[src/sv/ppgdc_pkg.sv]
// Shared types and constants for the PPG DC blocker and boxcar smoother.
// No dependencies.
`timescale 1ns / 1ps

package ppgdc_pkg;

  localparam int X_W     = 18;
  localparam int SIG_W   = 28;
  localparam int FRAC_W  = 8;
  localparam int ALPHA_W = 15;
  localparam int FIFO_D  = 8;
  localparam int FIFO_AW = 3;
  localparam int FIFO_CW = 4;

  typedef logic [X_W-1:0]            raw_t;
  typedef logic signed [SIG_W-1:0]   sig_t;
  typedef logic [ALPHA_W-1:0]        alpha_t;
  typedef logic [FIFO_CW-1:0]        fcnt_t;

  localparam alpha_t ALPHA_RESET  = 15'd31130;
  localparam logic   SMOOTH_RESET = 1'b1;
  localparam sig_t   SIG_MAX      = 28'sh7FFFFFF;
  localparam sig_t   SIG_MIN      = 28'sh8000000;

  typedef struct packed {
    alpha_t alpha;
    logic   smooth;
  } cfg_t;

  typedef struct packed {
    logic valid;
    logic bypass;
    logic neg;
  } stg_t;

endpackage

[src/sv/ppgdc_regs.sv]
// APB configuration registers: alpha and smoothing enable.
// Depends on ppgdc_pkg.
`timescale 1ns / 1ps

module ppgdc_regs (
  input  logic               clk,
  input  logic               rst,
  input  logic               psel,
  input  logic               penable,
  input  logic               pwrite,
  input  logic [2:0]         paddr,
  input  logic [31:0]        pwdata,
  output logic [31:0]        prdata,
  output logic               pready,
  output ppgdc_pkg::cfg_t    cfg
);

  localparam logic [2:0] ADDR_ALPHA_LO  = 3'd0;
  localparam logic [2:0] ADDR_ALPHA_HI  = 3'd3;
  localparam logic [2:0] ADDR_SMOOTH_LO = 3'd4;
  localparam logic [2:0] ADDR_SMOOTH_HI = 3'd7;

  assign pready = 1'b1;

  always_ff @(posedge clk) begin
    if (rst) begin
      cfg.alpha  <= ppgdc_pkg::ALPHA_RESET;
      cfg.smooth <= ppgdc_pkg::SMOOTH_RESET;
    end else if (psel && penable && pwrite) begin
      case (paddr) inside
        [ADDR_ALPHA_LO:ADDR_ALPHA_HI]:   cfg.alpha  <= pwdata[ppgdc_pkg::ALPHA_W-1:0];
        [ADDR_SMOOTH_LO:ADDR_SMOOTH_HI]: cfg.smooth <= pwdata[0];
        default: ;
      endcase
    end
  end

  always_comb begin
    case (paddr) inside
      [ADDR_ALPHA_LO:ADDR_ALPHA_HI]:
        prdata = {{(32-ppgdc_pkg::ALPHA_W){1'b0}}, cfg.alpha};
      [ADDR_SMOOTH_LO:ADDR_SMOOTH_HI]:
        prdata = {31'd0, cfg.smooth};
      default: prdata = 32'd0;
    endcase
  end

endmodule

[src/sv/ppgdc_filter.sv]
// Input register and first-order DC-removal filter with saturation.
// Depends on ppgdc_pkg.
`timescale 1ns / 1ps

module ppgdc_filter (
  input  logic                clk,
  input  logic                rst,
  input  logic                take,
  input  ppgdc_pkg::raw_t     sample,
  input  ppgdc_pkg::alpha_t   alpha,
  output logic                valid0,
  output logic                valid1,
  output ppgdc_pkg::sig_t     y
);

  localparam int X_W   = ppgdc_pkg::X_W;
  localparam int SIG_W = ppgdc_pkg::SIG_W;
  localparam int D_W   = SIG_W + 1;
  localparam int EXT_W = D_W - (X_W + 1) - ppgdc_pkg::FRAC_W;
  localparam int P_W   = D_W + ppgdc_pkg::ALPHA_W + 1;
  localparam int SH_W  = P_W - ppgdc_pkg::ALPHA_W;
  localparam logic signed [P_W-1:0] RND = P_W'(1) << (ppgdc_pkg::ALPHA_W - 1);

  ppgdc_pkg::raw_t         x0;
  ppgdc_pkg::raw_t         last_raw;
  logic signed [X_W:0]     diff;
  logic signed [D_W-1:0]   d;
  logic signed [P_W-1:0]   prod;
  logic signed [P_W-1:0]   rnd;
  logic signed [SH_W-1:0]  sh;
  logic [SH_W-SIG_W:0]     top;
  ppgdc_pkg::sig_t         y_next;

  always_comb begin
    diff   = $signed({1'b0, x0}) - $signed({1'b0, last_raw});
    d      = $signed({y[SIG_W-1], y})
           + $signed({{EXT_W{diff[X_W]}}, diff, {ppgdc_pkg::FRAC_W{1'b0}}});
    prod   = P_W'(d) * P_W'($signed({1'b0, alpha}));
    rnd    = prod + RND;
    sh     = $signed(rnd[P_W-1:ppgdc_pkg::ALPHA_W]);
    top    = sh[SH_W-1:SIG_W-1];
    if ((&top) || !(|top)) begin
      y_next = sh[SIG_W-1:0];
    end else begin
      y_next = sh[SH_W-1] ? ppgdc_pkg::SIG_MIN : ppgdc_pkg::SIG_MAX;
    end
  end

  always_ff @(posedge clk) begin
    if (take) begin
      x0 <= sample;
    end
  end

  always_ff @(posedge clk) begin
    if (rst) begin
      valid0   <= 1'b0;
      valid1   <= 1'b0;
      last_raw <= '0;
      y        <= '0;
    end else begin
      valid0 <= take;
      valid1 <= valid0;
      if (valid0) begin
        last_raw <= x0;
        y        <= y_next;
      end
    end
  end

endmodule

[src/sv/ppgdc_window.sv]
// Boxcar window: shift line, running sum, fill count and rounded magnitude.
// Depends on ppgdc_pkg.
`timescale 1ns / 1ps

module ppgdc_window #(
  parameter int WINDOW = 10,
  parameter int SUM_W  = 32
) (
  input  logic               clk,
  input  logic               rst,
  input  logic               valid1,
  input  ppgdc_pkg::sig_t    y,
  input  logic               smooth,
  output ppgdc_pkg::stg_t    stg2,
  output ppgdc_pkg::sig_t    val2,
  output logic [SUM_W-1:0]   mag2
);

  localparam int CNT_W = $clog2(WINDOW + 1);
  localparam int HALF  = WINDOW / 2;

  ppgdc_pkg::sig_t          win [WINDOW];
  logic signed [SUM_W-1:0]  sum;
  logic signed [SUM_W-1:0]  sum_next;
  logic [CNT_W-1:0]         fill;
  logic                     full;
  logic                     take_win;
  logic [SUM_W-1:0]         mag_c;

  always_comb begin
    full     = (fill == CNT_W'(WINDOW));
    take_win = valid1 && smooth;
    sum_next = sum + SUM_W'(y) - (full ? SUM_W'(win[0]) : SUM_W'(0));
    if (sum[SUM_W-1]) begin
      mag_c = ~$unsigned(sum) + SUM_W'(HALF + 1);
    end else begin
      mag_c = $unsigned(sum) + SUM_W'(HALF);
    end
  end

  always_ff @(posedge clk) begin
    if (take_win) begin
      for (int k = 0; k < WINDOW - 1; k++) begin
        win[k] <= win[k+1];
      end
      win[WINDOW-1] <= y;
    end
  end

  always_ff @(posedge clk) begin
    val2 <= y;
    mag2 <= mag_c;
  end

  always_ff @(posedge clk) begin
    if (rst) begin
      fill <= '0;
      sum  <= '0;
      stg2 <= '0;
    end else begin
      stg2.valid  <= valid1 && (!smooth || full);
      stg2.bypass <= !smooth;
      stg2.neg    <= sum[SUM_W-1];
      if (take_win) begin
        sum <= sum_next;
      end
      if (take_win && !full) begin
        fill <= fill + CNT_W'(1);
      end
    end
  end

endmodule

[src/sv/ppgdc_mean.sv]
// Divide the rounded window magnitude by WINDOW: reciprocal multiply in
// two partial products, then sum, shift and sign. Depends on ppgdc_pkg.
`timescale 1ns / 1ps

module ppgdc_mean #(
  parameter int WINDOW = 10,
  parameter int SUM_W  = 32
) (
  input  logic               clk,
  input  logic               rst,
  input  ppgdc_pkg::stg_t    stg2,
  input  ppgdc_pkg::sig_t    val2,
  input  logic [SUM_W-1:0]   mag2,
  output logic               valid3,
  output logic               res_valid,
  output ppgdc_pkg::sig_t    res_value
);

  localparam int SIG_W  = ppgdc_pkg::SIG_W;
  localparam int L      = $clog2(WINDOW);
  localparam int DIV_S  = SUM_W + L;
  localparam int M_W    = SUM_W + 2;
  localparam int LO_W   = SUM_W / 2;
  localparam int HI_W   = SUM_W - LO_W;
  localparam int PROD_W = SUM_W + M_W;
  localparam logic [63:0] DIV_M64 =
    ((64'd1 << DIV_S) + 64'(WINDOW) - 64'd1) / 64'(WINDOW);
  localparam logic [M_W-1:0] DIV_M = DIV_M64[M_W-1:0];

  ppgdc_pkg::stg_t          stg3;
  ppgdc_pkg::stg_t          stg4;
  ppgdc_pkg::sig_t          val3;
  ppgdc_pkg::sig_t          val4;
  logic [LO_W+M_W-1:0]      pp_lo;
  logic [HI_W+M_W-1:0]      pp_hi;
  logic [PROD_W-1:0]        prod;
  logic [SIG_W-1:0]         q4;

  assign prod = (PROD_W'(pp_hi) << LO_W) + PROD_W'(pp_lo);

  always_ff @(posedge clk) begin
    pp_lo <= (LO_W+M_W)'(mag2[LO_W-1:0]) * (LO_W+M_W)'(DIV_M);
    pp_hi <= (HI_W+M_W)'(mag2[SUM_W-1:LO_W]) * (HI_W+M_W)'(DIV_M);
    val3  <= val2;
    q4    <= prod[DIV_S +: SIG_W];
    val4  <= val3;
  end

  always_ff @(posedge clk) begin
    if (rst) begin
      stg3 <= '0;
      stg4 <= '0;
    end else begin
      stg3 <= stg2;
      stg4 <= stg3;
    end
  end

  always_comb begin
    valid3    = stg3.valid;
    res_valid = stg4.valid;
    if (stg4.bypass) begin
      res_value = val4;
    end else if (stg4.neg) begin
      res_value = $signed(~q4 + SIG_W'(1));
    end else begin
      res_value = $signed(q4);
    end
  end

endmodule

[src/sv/ppgdc_fifo.sv]
// Output queue that decouples the result port from the pipeline.
// Depends on ppgdc_pkg.
`timescale 1ns / 1ps

module ppgdc_fifo (
  input  logic               clk,
  input  logic               rst,
  input  logic               push,
  input  ppgdc_pkg::sig_t    push_data,
  input  logic               pop,
  output logic               out_valid,
  output ppgdc_pkg::sig_t    out_data,
  output ppgdc_pkg::fcnt_t   count
);

  localparam int AW = ppgdc_pkg::FIFO_AW;

  ppgdc_pkg::sig_t    mem [ppgdc_pkg::FIFO_D];
  logic [AW-1:0]      wr_ptr;
  logic [AW-1:0]      rd_ptr;

  assign out_valid = (count != '0);
  assign out_data  = mem[rd_ptr];

  always_ff @(posedge clk) begin
    if (push) begin
      mem[wr_ptr] <= push_data;
    end
  end

  always_ff @(posedge clk) begin
    if (rst) begin
      wr_ptr <= '0;
      rd_ptr <= '0;
      count  <= '0;
    end else begin
      if (push) begin
        wr_ptr <= wr_ptr + AW'(1);
      end
      if (pop) begin
        rd_ptr <= rd_ptr + AW'(1);
      end
      case ({push, pop})
        2'b10:   count <= count + ppgdc_pkg::FIFO_CW'(1);
        2'b01:   count <= count - ppgdc_pkg::FIFO_CW'(1);
        default: count <= count;
      endcase
    end
  end

endmodule

[src/sv/ppg_dc_block_and_boxcar_smoother.sv]
// PPG DC blocker with boxcar smoother, top level.
// A result passes the input register, filter, window and divide stage registers and the output queue.
// Throughput: one item per cycle while sample_stall is low, set by the single multiply-add of the filter recursion;
// an 8-entry output queue absorbs result stalls, sample_stall rises when it could fill.
// Reset (rst, synchronous): clears pipeline, filter history, window sum and fill count,
// loads alpha = 31130 and smoothing on; window contents are not cleared.
`timescale 1ns / 1ps

module ppg_dc_block_and_boxcar_smoother #(
  parameter int WINDOW = 10
) (
  input  logic                 clk,
  input  logic                 rst,
  input  logic                 sample_valid,
  output logic                 sample_stall,
  input  logic [17:0]          sample_in,
  output logic                 result_valid,
  input  logic                 result_stall,
  output logic signed [27:0]   signal_out,
  input  logic                 psel,
  input  logic                 penable,
  input  logic                 pwrite,
  input  logic [2:0]           paddr,
  input  logic [31:0]          pwdata,
  output logic [31:0]          prdata,
  output logic                 pready
);

  localparam int SUM_W = ppgdc_pkg::SIG_W + $clog2(WINDOW);
  localparam int CW    = ppgdc_pkg::FIFO_CW;

  ppgdc_pkg::cfg_t    cfg;
  ppgdc_pkg::stg_t    stg2;
  ppgdc_pkg::sig_t    y;
  ppgdc_pkg::sig_t    val2;
  ppgdc_pkg::sig_t    res_value;
  ppgdc_pkg::fcnt_t   count;
  logic [SUM_W-1:0]   mag2;
  logic               take;
  logic               valid0;
  logic               valid1;
  logic               valid3;
  logic               res_valid;
  logic               pop;
  logic [CW-1:0]      occ;

  assign occ = count + CW'(valid0) + CW'(valid1) + CW'(stg2.valid)
             + CW'(valid3) + CW'(res_valid);
  assign sample_stall = rst || (occ >= CW'(ppgdc_pkg::FIFO_D));
  assign take = sample_valid && !sample_stall;
  assign pop  = result_valid && !result_stall;

  ppgdc_regs u_regs (
    .clk     (clk),
    .rst     (rst),
    .psel    (psel),
    .penable (penable),
    .pwrite  (pwrite),
    .paddr   (paddr),
    .pwdata  (pwdata),
    .prdata  (prdata),
    .pready  (pready),
    .cfg     (cfg)
  );

  ppgdc_filter u_filter (
    .clk    (clk),
    .rst    (rst),
    .take   (take),
    .sample (sample_in),
    .alpha  (cfg.alpha),
    .valid0 (valid0),
    .valid1 (valid1),
    .y      (y)
  );

  ppgdc_window #(
    .WINDOW (WINDOW),
    .SUM_W  (SUM_W)
  ) u_window (
    .clk    (clk),
    .rst    (rst),
    .valid1 (valid1),
    .y      (y),
    .smooth (cfg.smooth),
    .stg2   (stg2),
    .val2   (val2),
    .mag2   (mag2)
  );

  ppgdc_mean #(
    .WINDOW (WINDOW),
    .SUM_W  (SUM_W)
  ) u_mean (
    .clk       (clk),
    .rst       (rst),
    .stg2      (stg2),
    .val2      (val2),
    .mag2      (mag2),
    .valid3    (valid3),
    .res_valid (res_valid),
    .res_value (res_value)
  );

  ppgdc_fifo u_fifo (
    .clk       (clk),
    .rst       (rst),
    .push      (res_valid),
    .push_data (res_value),
    .pop       (pop),
    .out_valid (result_valid),
    .out_data  (signal_out),
    .count     (count)
  );

endmodule

[config.mk]
export PLATFORM = sky130hd
export DESIGN_NAME = ppg_dc_block_and_boxcar_smoother
export DESIGN_NICKNAME = d
export VERILOG_FILES = /design/src/sv/ppgdc_pkg.sv /design/src/sv/ppgdc_regs.sv /design/src/sv/ppgdc_filter.sv /design/src/sv/ppgdc_window.sv /design/src/sv/ppgdc_mean.sv /design/src/sv/ppgdc_fifo.sv /design/src/sv/ppg_dc_block_and_boxcar_smoother.sv
export SDC_FILE = /design/constraint.sdc
export NUM_CORES = 2
export LEC_CHECK = 0
export ABC_AREA = 1
export ABC_CLOCK_PERIOD_IN_PS = 10100
export BUFFER_PORTS_ARGS = -buffer_cell sky130_fd_sc_hd__buf_2
export CAP_MARGIN = 40
export CORE_MARGIN = 2
export CORE_UTILIZATION = 26
export CTS_BUF_LIST = sky130_fd_sc_hd__clkbuf_4
export DETAILED_ROUTE_END_ITERATION = 10
export SYNTH_ARGS = -nofsm -noshare
export SYNTH_HDL_FRONTEND = slang
export SYNTH_SLANG_ARGS = --single-unit
[constraint.sdc]
create_clock -name clk -period 10.1 [get_ports clk]
set_input_delay 2.02 -clock clk [delete_from_list [all_inputs] [get_ports clk]]
set_output_delay 2.02 -clock clk [all_outputs]
set_load 0.02 [all_outputs]
==> flow_metrics.tcl <==
set metrics [dict create \
    syn-cell-area_um2 64100 \
    hold_viol 0 \
    cp_data_required_time_ns 11.14 \
    cts_root_buf "clkbuf_4" \
    io_pins 123 \
    critPathBufInv 13 \
    clock_skew_ns 0.0829 \
    clk_pin_slew_ns 0.07 \
    die_y_um 501 \
    hold_buffers 0 \
    layout-drive-gt1-share_pct 9.70 \
    slowest_stage "fa_1" \
    routed_wl_um 175000 \
    reg2reg_from "u_filter.x0[0]" \
    slew_headroom_pct 39.3 \
    fin_nets 8480 \
    placed_area_um2 68800 \
    fmax_ghz 0.105 \
    avgRoutedWirePerCell_um 16.3 \
    ys_async_sr_fraction_pct 0 \
    seq_area_frac_synth_pct 35.2 \
    design_area_um2 72000 \
    gr-total-overflow 0 \
    detail_route.vias_per_cell 4.46 \
    worst_pin_slew_ns 0.909 \
    grt_pass1_wl_um 272000 \
    cts.sinks 867 \
    setup.worst_path.start "u_filter.x0[0]" \
    start_kind "register" \
    port_buffers 85 \
    critPathTopFamily "adder cells" \
    core_area_um2 246000 \
    crit_type "reg -> reg" \
    post-route-period-util_pct 94.1 \
    ys.warnings.count 0 \
    setup_viol 0 \
    drc_errors 0 \
    status "complete, no violations" \
    grt-busiest-layer "met2" \
    die_area_um2 251000 \
    die_x_um 501 \
    clk-insertion-delay-late_ns 1.16 \
    synthDistinctLibCells 68 \
    setup_slack_ns 0.601 \
    final_util_pct 29.3 \
    tritoncts "yes" \
    min_from "u_mean.val3[14]" \
    grt_max_degree 126 \
    crit_arrival_ns 10.54 \
    finalWeightedCongestion 0.911 \
    cts-buffers-inserted 203 \
    place_ws_ns 0.158 \
    maxCapViolCount 0 \
    grt_use_met1_pct 18.2 \
    r2r_slack_ns 0.60 \
    drt_pass1_iterations 6 \
    crit_path_end_kind "register" \
    std_cell_rows 182 \
    start_util_pct 26.1 \
    fillers 25900 \
    initialDrtViolationCount 2829 \
    ys.flop_type "edfxtp_1" \
    use_met2_pct 23.4 \
    synth_edf_count 522 \
    syn_inst 7076 \
    ff_latch_area_um2 22600 \
    clockBufferDepth 3 \
    avgSynthCellArea_um2 9.07 \
    gr-usage-all-layers_pct 13.8 \
    globalRouteMet3Util_pct 1.80 \
    htree_levels 4 \
    report.final.slew_viol_count 0 \
    hp-class "reg -> reg" \
    multi_input_area_um2 35600 \
    antenna_found_initial 6 \
    slowest_delay_ns 0.64 \
    syn2layout_area_growth_pct 12.2 \
    grt_pass1_vias 49600 \
    vias 47700 \
    ys_ff_latch 867 \
    cp_max_fo 8 \
    ant_nets 0 \
    hpwl_um 137000 \
    fin_crit_ns 9.50 \
]
==> layer usage <==
| metal | vias to the layer above | part of all wire [%] |
|---|---|---|
| met3 | 270 | 4.4 |
| met1 | 23300 | 46 |
| met2 | 1114 | 48 |
| li1 | 23100 | - |
| met5 | - | 0 |
| met4 | 0 | 2.6 |
==> cell usage in the layout (no fill, tap or decap), types with 230 or more instances in the layout <==
cell / netlist / layout
inv_1: 1416 / 1411
nand3_1: 232 / 230
nor2_1: 720 / 704
a21oi_1: 357 / 351
edfxtp_1: 522 / 522
fa_1: 607 / 601
ha_1: 512 / 499
dfxtp_1: 345 / 343
nand2_1: 1063 / 1055
o21ai_0: 380 / 379
clkbuf_4: 0 / 304
==> final timing paths <==
path | to | depth (start not counted)
setup / recovery | u_filter.y[21] | 47
setup reg to reg | u_filter.y[21] | 47
hold / removal | u_mean.val4[14] | 0
hold reg to reg | u_mean.val4[14] | 0
==> kinds of logic after synthesis <==
group	count (synthesis)	share of synthesized area [%]
simple gates	2251	14.5
buf+inv	1644	9.81
fa+ha+maj	1119	28.9
compound gates	986	8.65
flops	867	35.2
xor+xnor	207	2.85
other cells	2	0.0117
==> worst register-to-register path, delay by kind of cell (launching register included) <==
| kind | cells | cell delay, ns |
|---|---|---|
| adder cells (fa/ha/maj) | 10 | 4.53 |
| buffers and inverters | 13 | 1.37 |
| XOR/XNOR | 1 | 0.18 |
| AO/OA/AOI/OAI | 5 | 0.65 |
| AND/OR/NAND/NOR | 18 | 2.28 |
| flip-flops | 1 | 0.37 |
==> layout make-up <==
| type | instances | share of cell area (%) |
|---|---|---|
| Clock inverter | 66 | 0.668 |
| Clock buffer | 304 | 3.17 |
| Sequential cell | 867 | 31.4 |
| Multi-Input combinational cell | 4581 | 49.4 |
| Antenna cell | 7 | 0.0243 |
| Timing Repair Buffer | 199 | 2.19 |
| Tap cell | 3220 | 5.60 |
| Inverter | 1449 | 7.57 |
==> repair_timing <==
action / 4_1_cts / 5_1_grt
setup endpoints to repair: 0 / 28
gates resized for setup: 0 / 62
setup buffers: 0 / 11
==> sequential cells by signal, summed over array words and instances, names as in the netlist, 3 cells and up, named ones only <==
register,count
u_fifo.wr_ptr,3
u_fifo.mem,224
u_mean.q4,28
u_fifo.count,4
u_mean.val4,28
u_window.val2,28
u_fifo.rd_ptr,3
u_filter.x0,18
u_mean.val3,28
u_regs.cfg,16
u_window.mag2,32
u_window.sum,32
u_filter.last_raw,18
u_window.stg2,3
u_window.win,280
u_mean.pp_hi,47
u_filter.y,28
u_mean.pp_lo,32
u_window.fill,4
==> metrics by stage <==
stage	std cells	TNS, ns	hold WS [ns]
final	10700	0	0.258
after global routing	10700	-0.366	0.251
after CTS	10700	0	0.241
after detailed placement	10300	0	0.312
after global placement	10300	0	0.311
after floorplan	7092	0	0.310
==> synthesized netlist by cell type, types with 7 or more instances <==
cell type	n	area, um2
inv_1	1416	5320
nand2_1	1063	3990
nor2_1	720	2700
fa_1	607	12200
edfxtp_1	522	15700
ha_1	512	6410
o21ai_0	380	1900
a21oi_1	357	1790
dfxtp_1	345	6910
nand3_1	232	1160
xor2_1	153	1340
clkbuf_1	145	544
nor3_1	65	325
nand4_1	59	369
xnor2_1	52	455
a31oi_1	49	307
o22ai_1	32	200
o21bai_1	31	233
or2_2	25	156
inv_2	24	90.1
a21o_1	23	173
a21oi_2	21	184
buf_4	21	158
nor4_1	21	131
buf_2	15	75.1
nand2_2	14	87.6
o211ai_1	14	105
o21a_1	14	105
buf_1	12	45.0
nor2_2	12	75.1
a21boi_0	11	82.6
clkinv_1	9	33.8
nand3b_1	8	60.1
nor3_2	7	70.1
o31ai_1	7	52.6
Power is left out: the tool's default activity adds up to more than one toggle a clock period on the data nets, which glitch-free logic cannot reach.
